## src/rtl/core/spq_pkg.sv

```systemverilog
// Types and constants of the sorted priority queue.
package spq_pkg;

   localparam int VALUE_W = 32;
   localparam int COUNT_W = 5;

   typedef enum logic {
      CMD_PUSH = 1'b0,
      CMD_POP  = 1'b1
   } cmd_type;

   typedef logic signed [VALUE_W-1:0] value_type;
   typedef logic [COUNT_W-1:0]        count_type;

   // Operation broadcast to every cell of the chain.
   typedef struct packed {
      logic      push;
      logic      pop;
      value_type value;
   } op_type;

endpackage

```

## src/rtl/core/spq_if.sv

```systemverilog
// Valid/ready channel interfaces for requests and responses.
interface spq_req_if;
   import spq_pkg::*;

   logic      valid;
   logic      ready;
   cmd_type   cmd;
   value_type value;

   modport source (output valid, output cmd, output value, input ready);
   modport sink   (input valid, input cmd, input value, output ready);
endinterface

interface spq_rsp_if;
   import spq_pkg::*;

   logic      valid;
   logic      ready;
   logic      ok;
   value_type head_value;
   logic      head_valid;
   count_type count;

   modport source (output valid, output ok, output head_value, output head_valid,
                   output count, input ready);
   modport sink   (input valid, input ok, input head_value, input head_valid,
                   input count, output ready);
endinterface

```

## src/rtl/core/sorted_priority_queue.sv

```systemverilog
// Top level of the sorted priority queue: cell chain, count and response register.
//
//   channel | dir | beat
//   --------+-----+----------------------------------------------------
//   req     | in  | cmd (push/pop), value
//   rsp     | out | ok, head_value, head_valid, count (after the op)
//
// One beat per cycle: a request is taken in the cycle the response slot is
// empty or being drained, and its response shows in the next cycle.
// Every cell compares against the broadcast value in parallel, so the whole
// chain shifts at once; the response register is the only limit on rate.
// A stalled response holds req_chan.ready low; the store stays unchanged.
// Synchronous reset empties the queue (count only); cell contents are not
// cleared, since slots at or above the count are never read.
module sorted_priority_queue #(
   parameter int DEPTH = 16
) (
   input  logic      clock,
   input  logic      reset,
   spq_req_if.sink   req_chan,
   spq_rsp_if.source rsp_chan
);
   import spq_pkg::*;

   localparam int CW = $clog2(DEPTH + 1);

   logic [CW-1:0] count_ff;
   logic [CW-1:0] count_in;
   logic          rsp_valid_ff;
   logic          rsp_valid_in;
   logic          ok_ff;
   logic          ok_in;

   logic          fire;
   logic          full;
   logic          empty;
   op_type        op;

   value_type     cell_value [DEPTH];
   logic          cell_gt    [DEPTH];

   assign full  = (count_ff == CW'(DEPTH));
   assign empty = (count_ff == '0);

   // Accept only when the response slot is free or being emptied now.
   assign req_chan.ready = !reset && (!rsp_valid_ff || rsp_chan.ready);
   assign fire           = req_chan.valid && req_chan.ready;

   assign op.push  = fire && (req_chan.cmd == CMD_PUSH) && !full;
   assign op.pop   = fire && (req_chan.cmd == CMD_POP) && !empty;
   assign op.value = req_chan.value;

   // Chain of cells; cell 0 holds the head. Occupancy follows the count.
   for (genvar i = 0; i < DEPTH; i++) begin : g_cell
      logic               occupied;
      logic               at_tail;
      value_type          left_value;
      logic               left_gt;
      value_type          right_value;

      assign occupied = (CW'(i) < count_ff);
      assign at_tail  = (CW'(i) == count_ff);

      if (i == 0) begin : g_first
         assign left_value = '0;
         assign left_gt    = 1'b0;
      end else begin : g_mid
         assign left_value = cell_value[i-1];
         assign left_gt    = cell_gt[i-1];
      end

      if (i == DEPTH - 1) begin : g_last
         assign right_value = cell_value[i];
      end else begin : g_inner
         assign right_value = cell_value[i+1];
      end

      spq_cell u_cell (
         .clock       (clock),
         .op          (op),
         .occupied    (occupied),
         .at_tail     (at_tail),
         .left_value  (left_value),
         .left_gt     (left_gt),
         .right_value (right_value),
         .value       (cell_value[i]),
         .gt          (cell_gt[i])
      );
   end

   always_comb begin
      count_in = count_ff;
      if (op.push) begin
         count_in = count_ff + CW'(1);
      end else if (op.pop) begin
         count_in = count_ff - CW'(1);
      end

      ok_in = fire ? (op.push || op.pop) : ok_ff;

      rsp_valid_in = rsp_valid_ff;
      if (fire) begin
         rsp_valid_in = 1'b1;
      end else if (rsp_chan.ready) begin
         rsp_valid_in = 1'b0;
      end
   end

   always_ff @(posedge clock) begin
      if (reset) begin
         count_ff     <= '0;
         rsp_valid_ff <= 1'b0;
      end else begin
         count_ff     <= count_in;
         rsp_valid_ff <= rsp_valid_in;
      end
      ok_ff <= ok_in;
   end

   // Store is frozen while a response waits, so fields read the state directly.
   assign rsp_chan.valid      = rsp_valid_ff;
   assign rsp_chan.ok         = ok_ff;
   assign rsp_chan.head_valid = !empty;
   assign rsp_chan.head_value = empty ? '0 : cell_value[0];
   assign rsp_chan.count      = COUNT_W'(count_ff);

endmodule

```

## src/rtl/core/spq_cell.sv

```systemverilog
// One slot of the sorted chain: holds a value and shifts with its neighbors.
module spq_cell (
   input  logic               clock,
   input  spq_pkg::op_type    op,
   input  logic               occupied,
   input  logic               at_tail,
   input  spq_pkg::value_type left_value,
   input  logic               left_gt,
   input  spq_pkg::value_type right_value,
   output spq_pkg::value_type value,
   output logic               gt
);
   import spq_pkg::*;

   value_type value_ff;
   value_type value_in;

   // Stored entry is strictly larger than the pushed value.
   assign gt    = occupied && (value_ff > op.value);
   assign value = value_ff;

   always_comb begin
      value_in = value_ff;
      if (op.push) begin
         if (left_gt) begin
            value_in = left_value;
         end else if (gt || at_tail) begin
            value_in = op.value;
         end
      end else if (op.pop) begin
         value_in = right_value;
      end
   end

   always_ff @(posedge clock) begin
      value_ff <= value_in;
   end

endmodule

```

## src/flat_wrapper.sv

```systemverilog
// flat-port wrapper written by rule: the top's interface ports become plain ports
module sorted_priority_queue_flat import spq_pkg::*;
#(
   parameter int DEPTH = 16
)
  (clock, reset, req_chan_valid, req_chan_cmd, req_chan_value, req_chan_ready, rsp_chan_valid, rsp_chan_ok, rsp_chan_head_value, rsp_chan_head_valid, rsp_chan_count, rsp_chan_ready);
  spq_req_if req_chan_i ();
  spq_rsp_if rsp_chan_i ();
  input  logic clock;
  input  logic reset;
  input wire logic [$bits(req_chan_i.valid)-1:0] req_chan_valid;
  input wire logic [$bits(req_chan_i.cmd)-1:0] req_chan_cmd;
  input wire logic [$bits(req_chan_i.value)-1:0] req_chan_value;
  output wire logic [$bits(req_chan_i.ready)-1:0] req_chan_ready;
  output wire logic [$bits(rsp_chan_i.valid)-1:0] rsp_chan_valid;
  output wire logic [$bits(rsp_chan_i.ok)-1:0] rsp_chan_ok;
  output wire logic [$bits(rsp_chan_i.head_value)-1:0] rsp_chan_head_value;
  output wire logic [$bits(rsp_chan_i.head_valid)-1:0] rsp_chan_head_valid;
  output wire logic [$bits(rsp_chan_i.count)-1:0] rsp_chan_count;
  input wire logic [$bits(rsp_chan_i.ready)-1:0] rsp_chan_ready;
  assign req_chan_i.valid = req_chan_valid;
  assign req_chan_i.cmd = req_chan_cmd;
  assign req_chan_i.value = req_chan_value;
  assign req_chan_ready = req_chan_i.ready;
  assign rsp_chan_valid = rsp_chan_i.valid;
  assign rsp_chan_ok = rsp_chan_i.ok;
  assign rsp_chan_head_value = rsp_chan_i.head_value;
  assign rsp_chan_head_valid = rsp_chan_i.head_valid;
  assign rsp_chan_count = rsp_chan_i.count;
  assign rsp_chan_i.ready = rsp_chan_ready;
  sorted_priority_queue #(.DEPTH(DEPTH)) u_core (.clock(clock), .reset(reset), .req_chan(req_chan_i), .rsp_chan(rsp_chan_i));
endmodule
```

## config.mk

```make
export PLATFORM = sky130hd
export DESIGN_NAME = sorted_priority_queue_flat
export DESIGN_NICKNAME = d
export VERILOG_FILES = /design/src/rtl/core/spq_pkg.sv /design/src/rtl/core/spq_if.sv /design/src/rtl/core/sorted_priority_queue.sv /design/src/rtl/core/spq_cell.sv /design/src/flat_wrapper.sv
export SDC_FILE = /design/constraint.sdc
export NUM_CORES = 2
export LEC_CHECK = 0
export BUFFER_PORTS_ARGS = -buffer_cell sky130_fd_sc_hd__clkbuf_2
export CAP_MARGIN = 10
export CORE_AREA = 2 2 278 280
export DETAILED_ROUTE_END_ITERATION = 7
export DIE_AREA = 0 0 280 282
export GPL_TIMING_DRIVEN = 1
export HOLD_SLACK_MARGIN = 0.03
export PLACE_DENSITY = 0.79
export SYNTH_ARGS = -nofsm -noshare
export SYNTH_HDL_FRONTEND = slang
export SYNTH_SLANG_ARGS = --single-unit
```

## constraint.sdc

```tcl
create_clock -name clock -period 5.8 [get_ports clock]
set_input_delay 0.58 -clock clock [delete_from_list [all_inputs] [get_ports clock]]
set_output_delay 0.58 -clock clock [all_outputs]
set_load 0.005 [all_outputs]
```

# Yosys cells after proc, flatten, opt, wreduce, memory -nomap -nowiden
# Cells that the tools add are included.
[totals]
regBits = 519
word_cells = 215
output_inout_bits = 41
[op_classes]
addsub = 2
n_bitwise = 1
order_cmp = 32
muxes = 66
eq_ne = 31
n_reduce_logical = 64
[op_table]
columns = ["op", "count"]
rows = [
  ["two-way mux 32 bit", 62],
  ["> comparator 32 bit", 16],
  ["inequality test 3 bit, second input constant", 14],
  ["equality test 4 x 5 -> 1 bit, first input constant", 8],
  ["less-than comparator 4 x 5 -> 1 bit, first input constant", 8],
  ["AND reduction 2 bit", 16],
  ["logical AND 1 bit", 22],
  ["equality test 3 x 5 -> 1 bit, first input constant", 4],
  ["less-than comparator 3 x 5 -> 1 bit, first input constant", 4],
  ["logical OR 1 bit", 18],
  ["equality test 2 x 5 -> 1 bit, first input constant", 2],
  ["less-than comparator 1 x 5 -> 1 bit, first input constant", 2],
  ["less-than comparator 2 x 5 -> 1 bit, first input constant", 2],
  ["two-way mux 5 bit", 2],
  ["nonzero test 2 bit", 3],
  ["adder 5 x 1 -> 5 bit, second input constant", 1],
  ["equality test 1 x 5 -> 1 bit, first input constant", 1],
  ["equality test 5 bit, second input constant", 1],
  ["logical NOT 5 bit", 1],
  ["subtractor 5 x 1 -> 5 bit, second input constant", 1],
  ["logical NOT 1 bit", 4],
  ["two-way mux 1 bit", 2],
  ["inequality test 2 bit, second input constant", 1],
  ["inverter 1 bit", 1],
]

# Longest topological paths before layout
[logic_depth]
word_depth = 8
depth_mapped = 13

# By module
# From an unflattened synthesis, not the netlist that was laid out.
[unflattened]
cells_unflattened = 4291
hier_area_um2 = 40448.8
[by_module_without_submodules]
columns = ["module", "seq_area_each_um2", "area_each_um2", "instances", "cells_each"]
rows = [
  ["spq_cell", 960.9, 2464.9, 16, 259],
  ["sorted_priority_queue", 150.1, 1011.0, 1, 147],
]

# Worst setup path before layout
# No wires, ideal clock.
[synth_timing]
kind = "input -> register"
startpoint = "in req_chan_value[23]"
endpoint = "reg u_core.g_cell[11].u_cell.value_ff[0], enable pin"
arrival_time_ns = 5.309
setup_slack_ns = 0.026
setup_time_ns = 0.466
stages = 13
path_cell_list = "clkbuf_1 -> inv_1 -> ha_1 -> a21oi_1 -> o21ai_0 -> a221oi_1 -> o211ai_1 -> or3_1 -> a21boi_1 -> buf_2 -> buf_4 -> a211oi_1 -> o21ai_0"
[synth_via]
elab_chain_cells = 5
[synth_lines]
columns = ["item", "line", "source"]
rows = [
  ["start, declared", "flat_wrapper.sv:13", "input wire logic [$bits(req_chan_i.value)-1:0] req_chan_value;"],
  ["> comparator 32 bit", "spq_cell.sv:19", "assign gt = occupied && (value_ff > op.value);"],
  ["logical AND 1 bit", "spq_cell.sv:19", ""],
  ["logical OR 1 bit", "spq_cell.sv:27", "end else if (gt || at_tail) begin"],
  ["inequality test 3 bit (no line) *", "-", ""],
  ["AND reduction 2 bit (no line) *", "-", ""],
  ["end signal, assigned", "spq_cell.sv:36", "value_ff <= value_in;"],
  ["end, declared", "spq_cell.sv:15", "value_type value_ff;"],
]
# Mark *: on every way between the ends. The rest lies on a longest branch, timed or not.
# A chain may end at the register's enable or synchronous reset.

# Worst setup path in the final report
[layout_timing]
startpoint = "in req_chan_value[6]"
endpoint = "reg u_core.g_cell[9].u_cell.value_ff[21], enable pin"
[layout_via]
elab_chain_cells = 5
[layout_lines]
columns = ["item", "line"]
rows = [
  ["> comparator 32 bit", "spq_cell.sv:19"],
  ["logical AND 1 bit", "spq_cell.sv:19"],
  ["logical OR 1 bit", "spq_cell.sv:27"],
  ["inequality test 3 bit (no line) *", "-"],
  ["AND reduction 2 bit (no line) *", "-"],
  ["end signal, assigned", "spq_cell.sv:36"],
  ["end, declared", "spq_cell.sv:15"],
]
# Marks and branches as above.

==> impl_metrics.json <==
{
  "drt_iter0_markers": 3528,
  "crit_path_start_kind": "input port",
  "routed_via_density": 6.504,
  "synthTopCellsByArea": "edfxtp_1 41%, ha_1 17%, mux2i_1 10%",
  "h-tree-depth": 2,
  "antenna_found_initial": 5,
  "die_y_microns": 282,
  "slew-limit-headroom": 0.2264,
  "layout_min_cycle_time_ns": 4.462,
  "postSynthCellCount": 3753,
  "regArea_sq_um": 15520,
  "synth_common_cells": "579 x nand2_1, 517 x ha_1, 513 x edfxtp_1",
  "nets": 4314,
  "cts-root-buf": "clkbuf_16",
  "highest_layer": "met5",
  "grt_pass1_vias": 30220,
  "ys_seq_area_frac": 0.4124,
  "drt-met1-wl_microns": 46110,
  "tns_ns": 0,
  "grtUsageTotal": 0.2723,
  "async_reset_ff_frac": 0,
  "numCtsBuffers": 55,
  "maxCapViolCount": 0,
  "cts_resized": 0,
  "worst_slew_pin_slew_ns": 1.131,
  "crit_fanout": 33,
  "grt_overflow": 0,
  "powerDensity_nw_per_um2": 232.6,
  "final_antenna_net_count": 0,
  "ys_ff_latch": 519,
  "worst_hold_path_type": "input port to register",
  "io_buffers": 77,
  "yosysTopAreaCell": "edfxtp_1",
  "period_share": 0.7692,
  "reg2reg_slack_ns": 1.74,
  "synth_top_area_share": 0.4092,
  "grt_max_degree": 161,
  "clk_pin_slew_worst_paths_ns": 0.06,
  "placed_cells": 4681,
  "grt_pass1_wl_microns": 170100,
  "wl_met2_microns": 50470,
  "yosys_warnings": 0,
  "wl_per_cell_microns": 22.97,
  "cp.arrival_ns": 4.77,
  "multi_input_area_sq_um": 21190,
  "final_cell_count_no_fill": 4784,
  "clk_latency_ns": 0.64,
  "p_leak_nw": 16.84,
  "route.detailed.drc": 0,
  "cts_tree": "built",
  "status": "finished clean",
  "ir_worst_vdd_mv": 0.2317,
  "fillers": 6547,
  "area_growth_pct": 8.996,
  "maxSlewViolCount": 0,
  "synth.most_common_cell": "nand2_1",
  "fp.dieArea_sq_um": 78960,
  "timing.fmax_mhz": 224.1,
  "totalWireLength_microns": 109900,
  "syn_avg_cell_area_sq_um": 10.03,
  "worstSetupPathType": "input port to register",
  "post-route-util": 0.5421,
  "rows": 101,
  "placed_cell_area_sq_um": 39290,
  "core_sq_um": 75700,
  "place.gp.congestion": 0.9283,
  "syn_nets": 4307,
  "ys.flop_type": "edfxtp_1",
  "ys_types": 66,
  "rsz0062_at_grt": "no",
  "postCtsHoldBufs": 0,
  "synth_edf_count": 513,
  "start_util": 0.4974,
  "io_pins": 78,
  "die_x_microns": 280,
  "syn_area_sq_um": 37650,
  "hold_violations": 0,
  "finalSetupViolCount": 0,
  "wl_met3_microns": 10410,
  "clock-skew-final_ns": 0.02953,
  "stdcell_area_sq_um": 41040,
  "cts_setup_buffers": 0,
  "drive_gt1_frac": 0.08279,
  "end_kind": "register",
  "drt-pass1-iter-count": 6,
  "required_ns": 6.11,
  "cts.sink_count": 519,
  "hpwlAfterDp_microns": 80720,
  "vias": 31120,
  "clock_path_buffers": 3
}
[area by class of cell]
type                       instances  area share
multi-input combinational       2958      0.5165
sequential                       519      0.3783
clock buffer                      74     0.03705
tap                              978     0.02982
timing repair buffer             163     0.02695
inverter                          63    0.005763
clock inverter                    28    0.005549
antenna                            1  0.00006098
[report_power, final]
group,switching (mW),internal [mW],leakage [nW]
Sequential,0.108,4.27,4.70
Clock,1.57,2.00,0.859
Combinational,1.02,0.574,11.3
[worst max-delay path, cell delays in order]
cell	delay, ns
clkbuf_2	0.37
inv_1	0.38
buf_4	0.30
ha_1	0.30
nand4_1	0.24
a2111oi_0	0.95
o31a_1	0.23
o211ai_1	0.12
o21ai_4	0.10
buf_4	0.53
nor3_1	0.17
o21ai_4	0.19
buf_4	0.27
[worst paths after layout]
kind         cells past startpoint                                    startpoint                                      endpoint
max                             13                             req_chan_value[6]   u_core.g_cell[9].u_cell.value[21]$_DFFE_PP_
min                              4                                rsp_chan_ready            u_core.rsp_chan.valid$_SDFFE_PP0P_
max reg2reg                     10   u_core.g_cell[9].u_cell.value[14]$_DFFE_PP_   u_core.g_cell[9].u_cell.value[21]$_DFFE_PP_
min reg2reg                      2  u_core.g_cell[15].u_cell.value[14]$_DFFE_PP_  u_core.g_cell[14].u_cell.value[14]$_DFFE_PP_
[metal layers]
layer | global-route usage | vias to the layer above
met5 | 0 | -
met4 | 0.08282 | 10
met3 | 0.04988 | 213
met2 | 0.4362 | 1496
met1 | 0.3753 | 15170
li1 | - | 14230
[registers in the layout (all words and copies together) (netlist names)]
name,count
u_core.rsp_chan.count,5
u_core.g_cell.u_cell.value,512
u_core.rsp_chan.valid,1
u_core.rsp_chan.ok,1
[through the flow]
step	setup WS, ns	power [mW]	hold slack [ns]
2_1_floorplan	0.02567	5.477	0.5219
3_3_place_gp	0.9179	5.935	0.5413
3_5_place_dp	0.9199	6.002	0.5579
4_1_cts	1.564	9.528	0.2236
5_1_grt	1.285	9.873	0.2797
6_report	1.338	9.546	0.2401
[layout by cell type, fill, tap and decap left out, drive strengths merged, types with 62 or more instances in the layout]
| cell type | netlist | layout |
|---|---|---|
| nand2 | 580 | 580 |
| ha | 517 | 517 |
| edfxtp | 513 | 513 |
| o21ai | 513 | 513 |
| mux2i | 380 | 380 |
| a21oi | 288 | 288 |
| clkbuf | 158 | 151 |
| nand4 | 118 | 118 |
| nor2 | 109 | 109 |
| buf | 55 | 86 |
| nand3 | 65 | 65 |
| inv | 62 | 62 |
[kinds of logic (layout without fill, tap and decap cells)]
| family | after synthesis | count (layout) | share of synthesized area |
|---|---|---|---|
| mux | 417 | 417 | 0.1124 |
| compound gates | 1005 | 1005 | 0.1499 |
| xor+xnor | 5 | 5 | 0.001163 |
| simple gates | 1014 | 1014 | 0.1212 |
| flops | 519 | 519 | 0.4124 |
| other cells | 0 | 1 | 0 |
| buf+inv | 276 | 328 | 0.03121 |
| fa+ha+maj | 517 | 517 | 0.1718 |
Power figures use the tool's default switching activity.
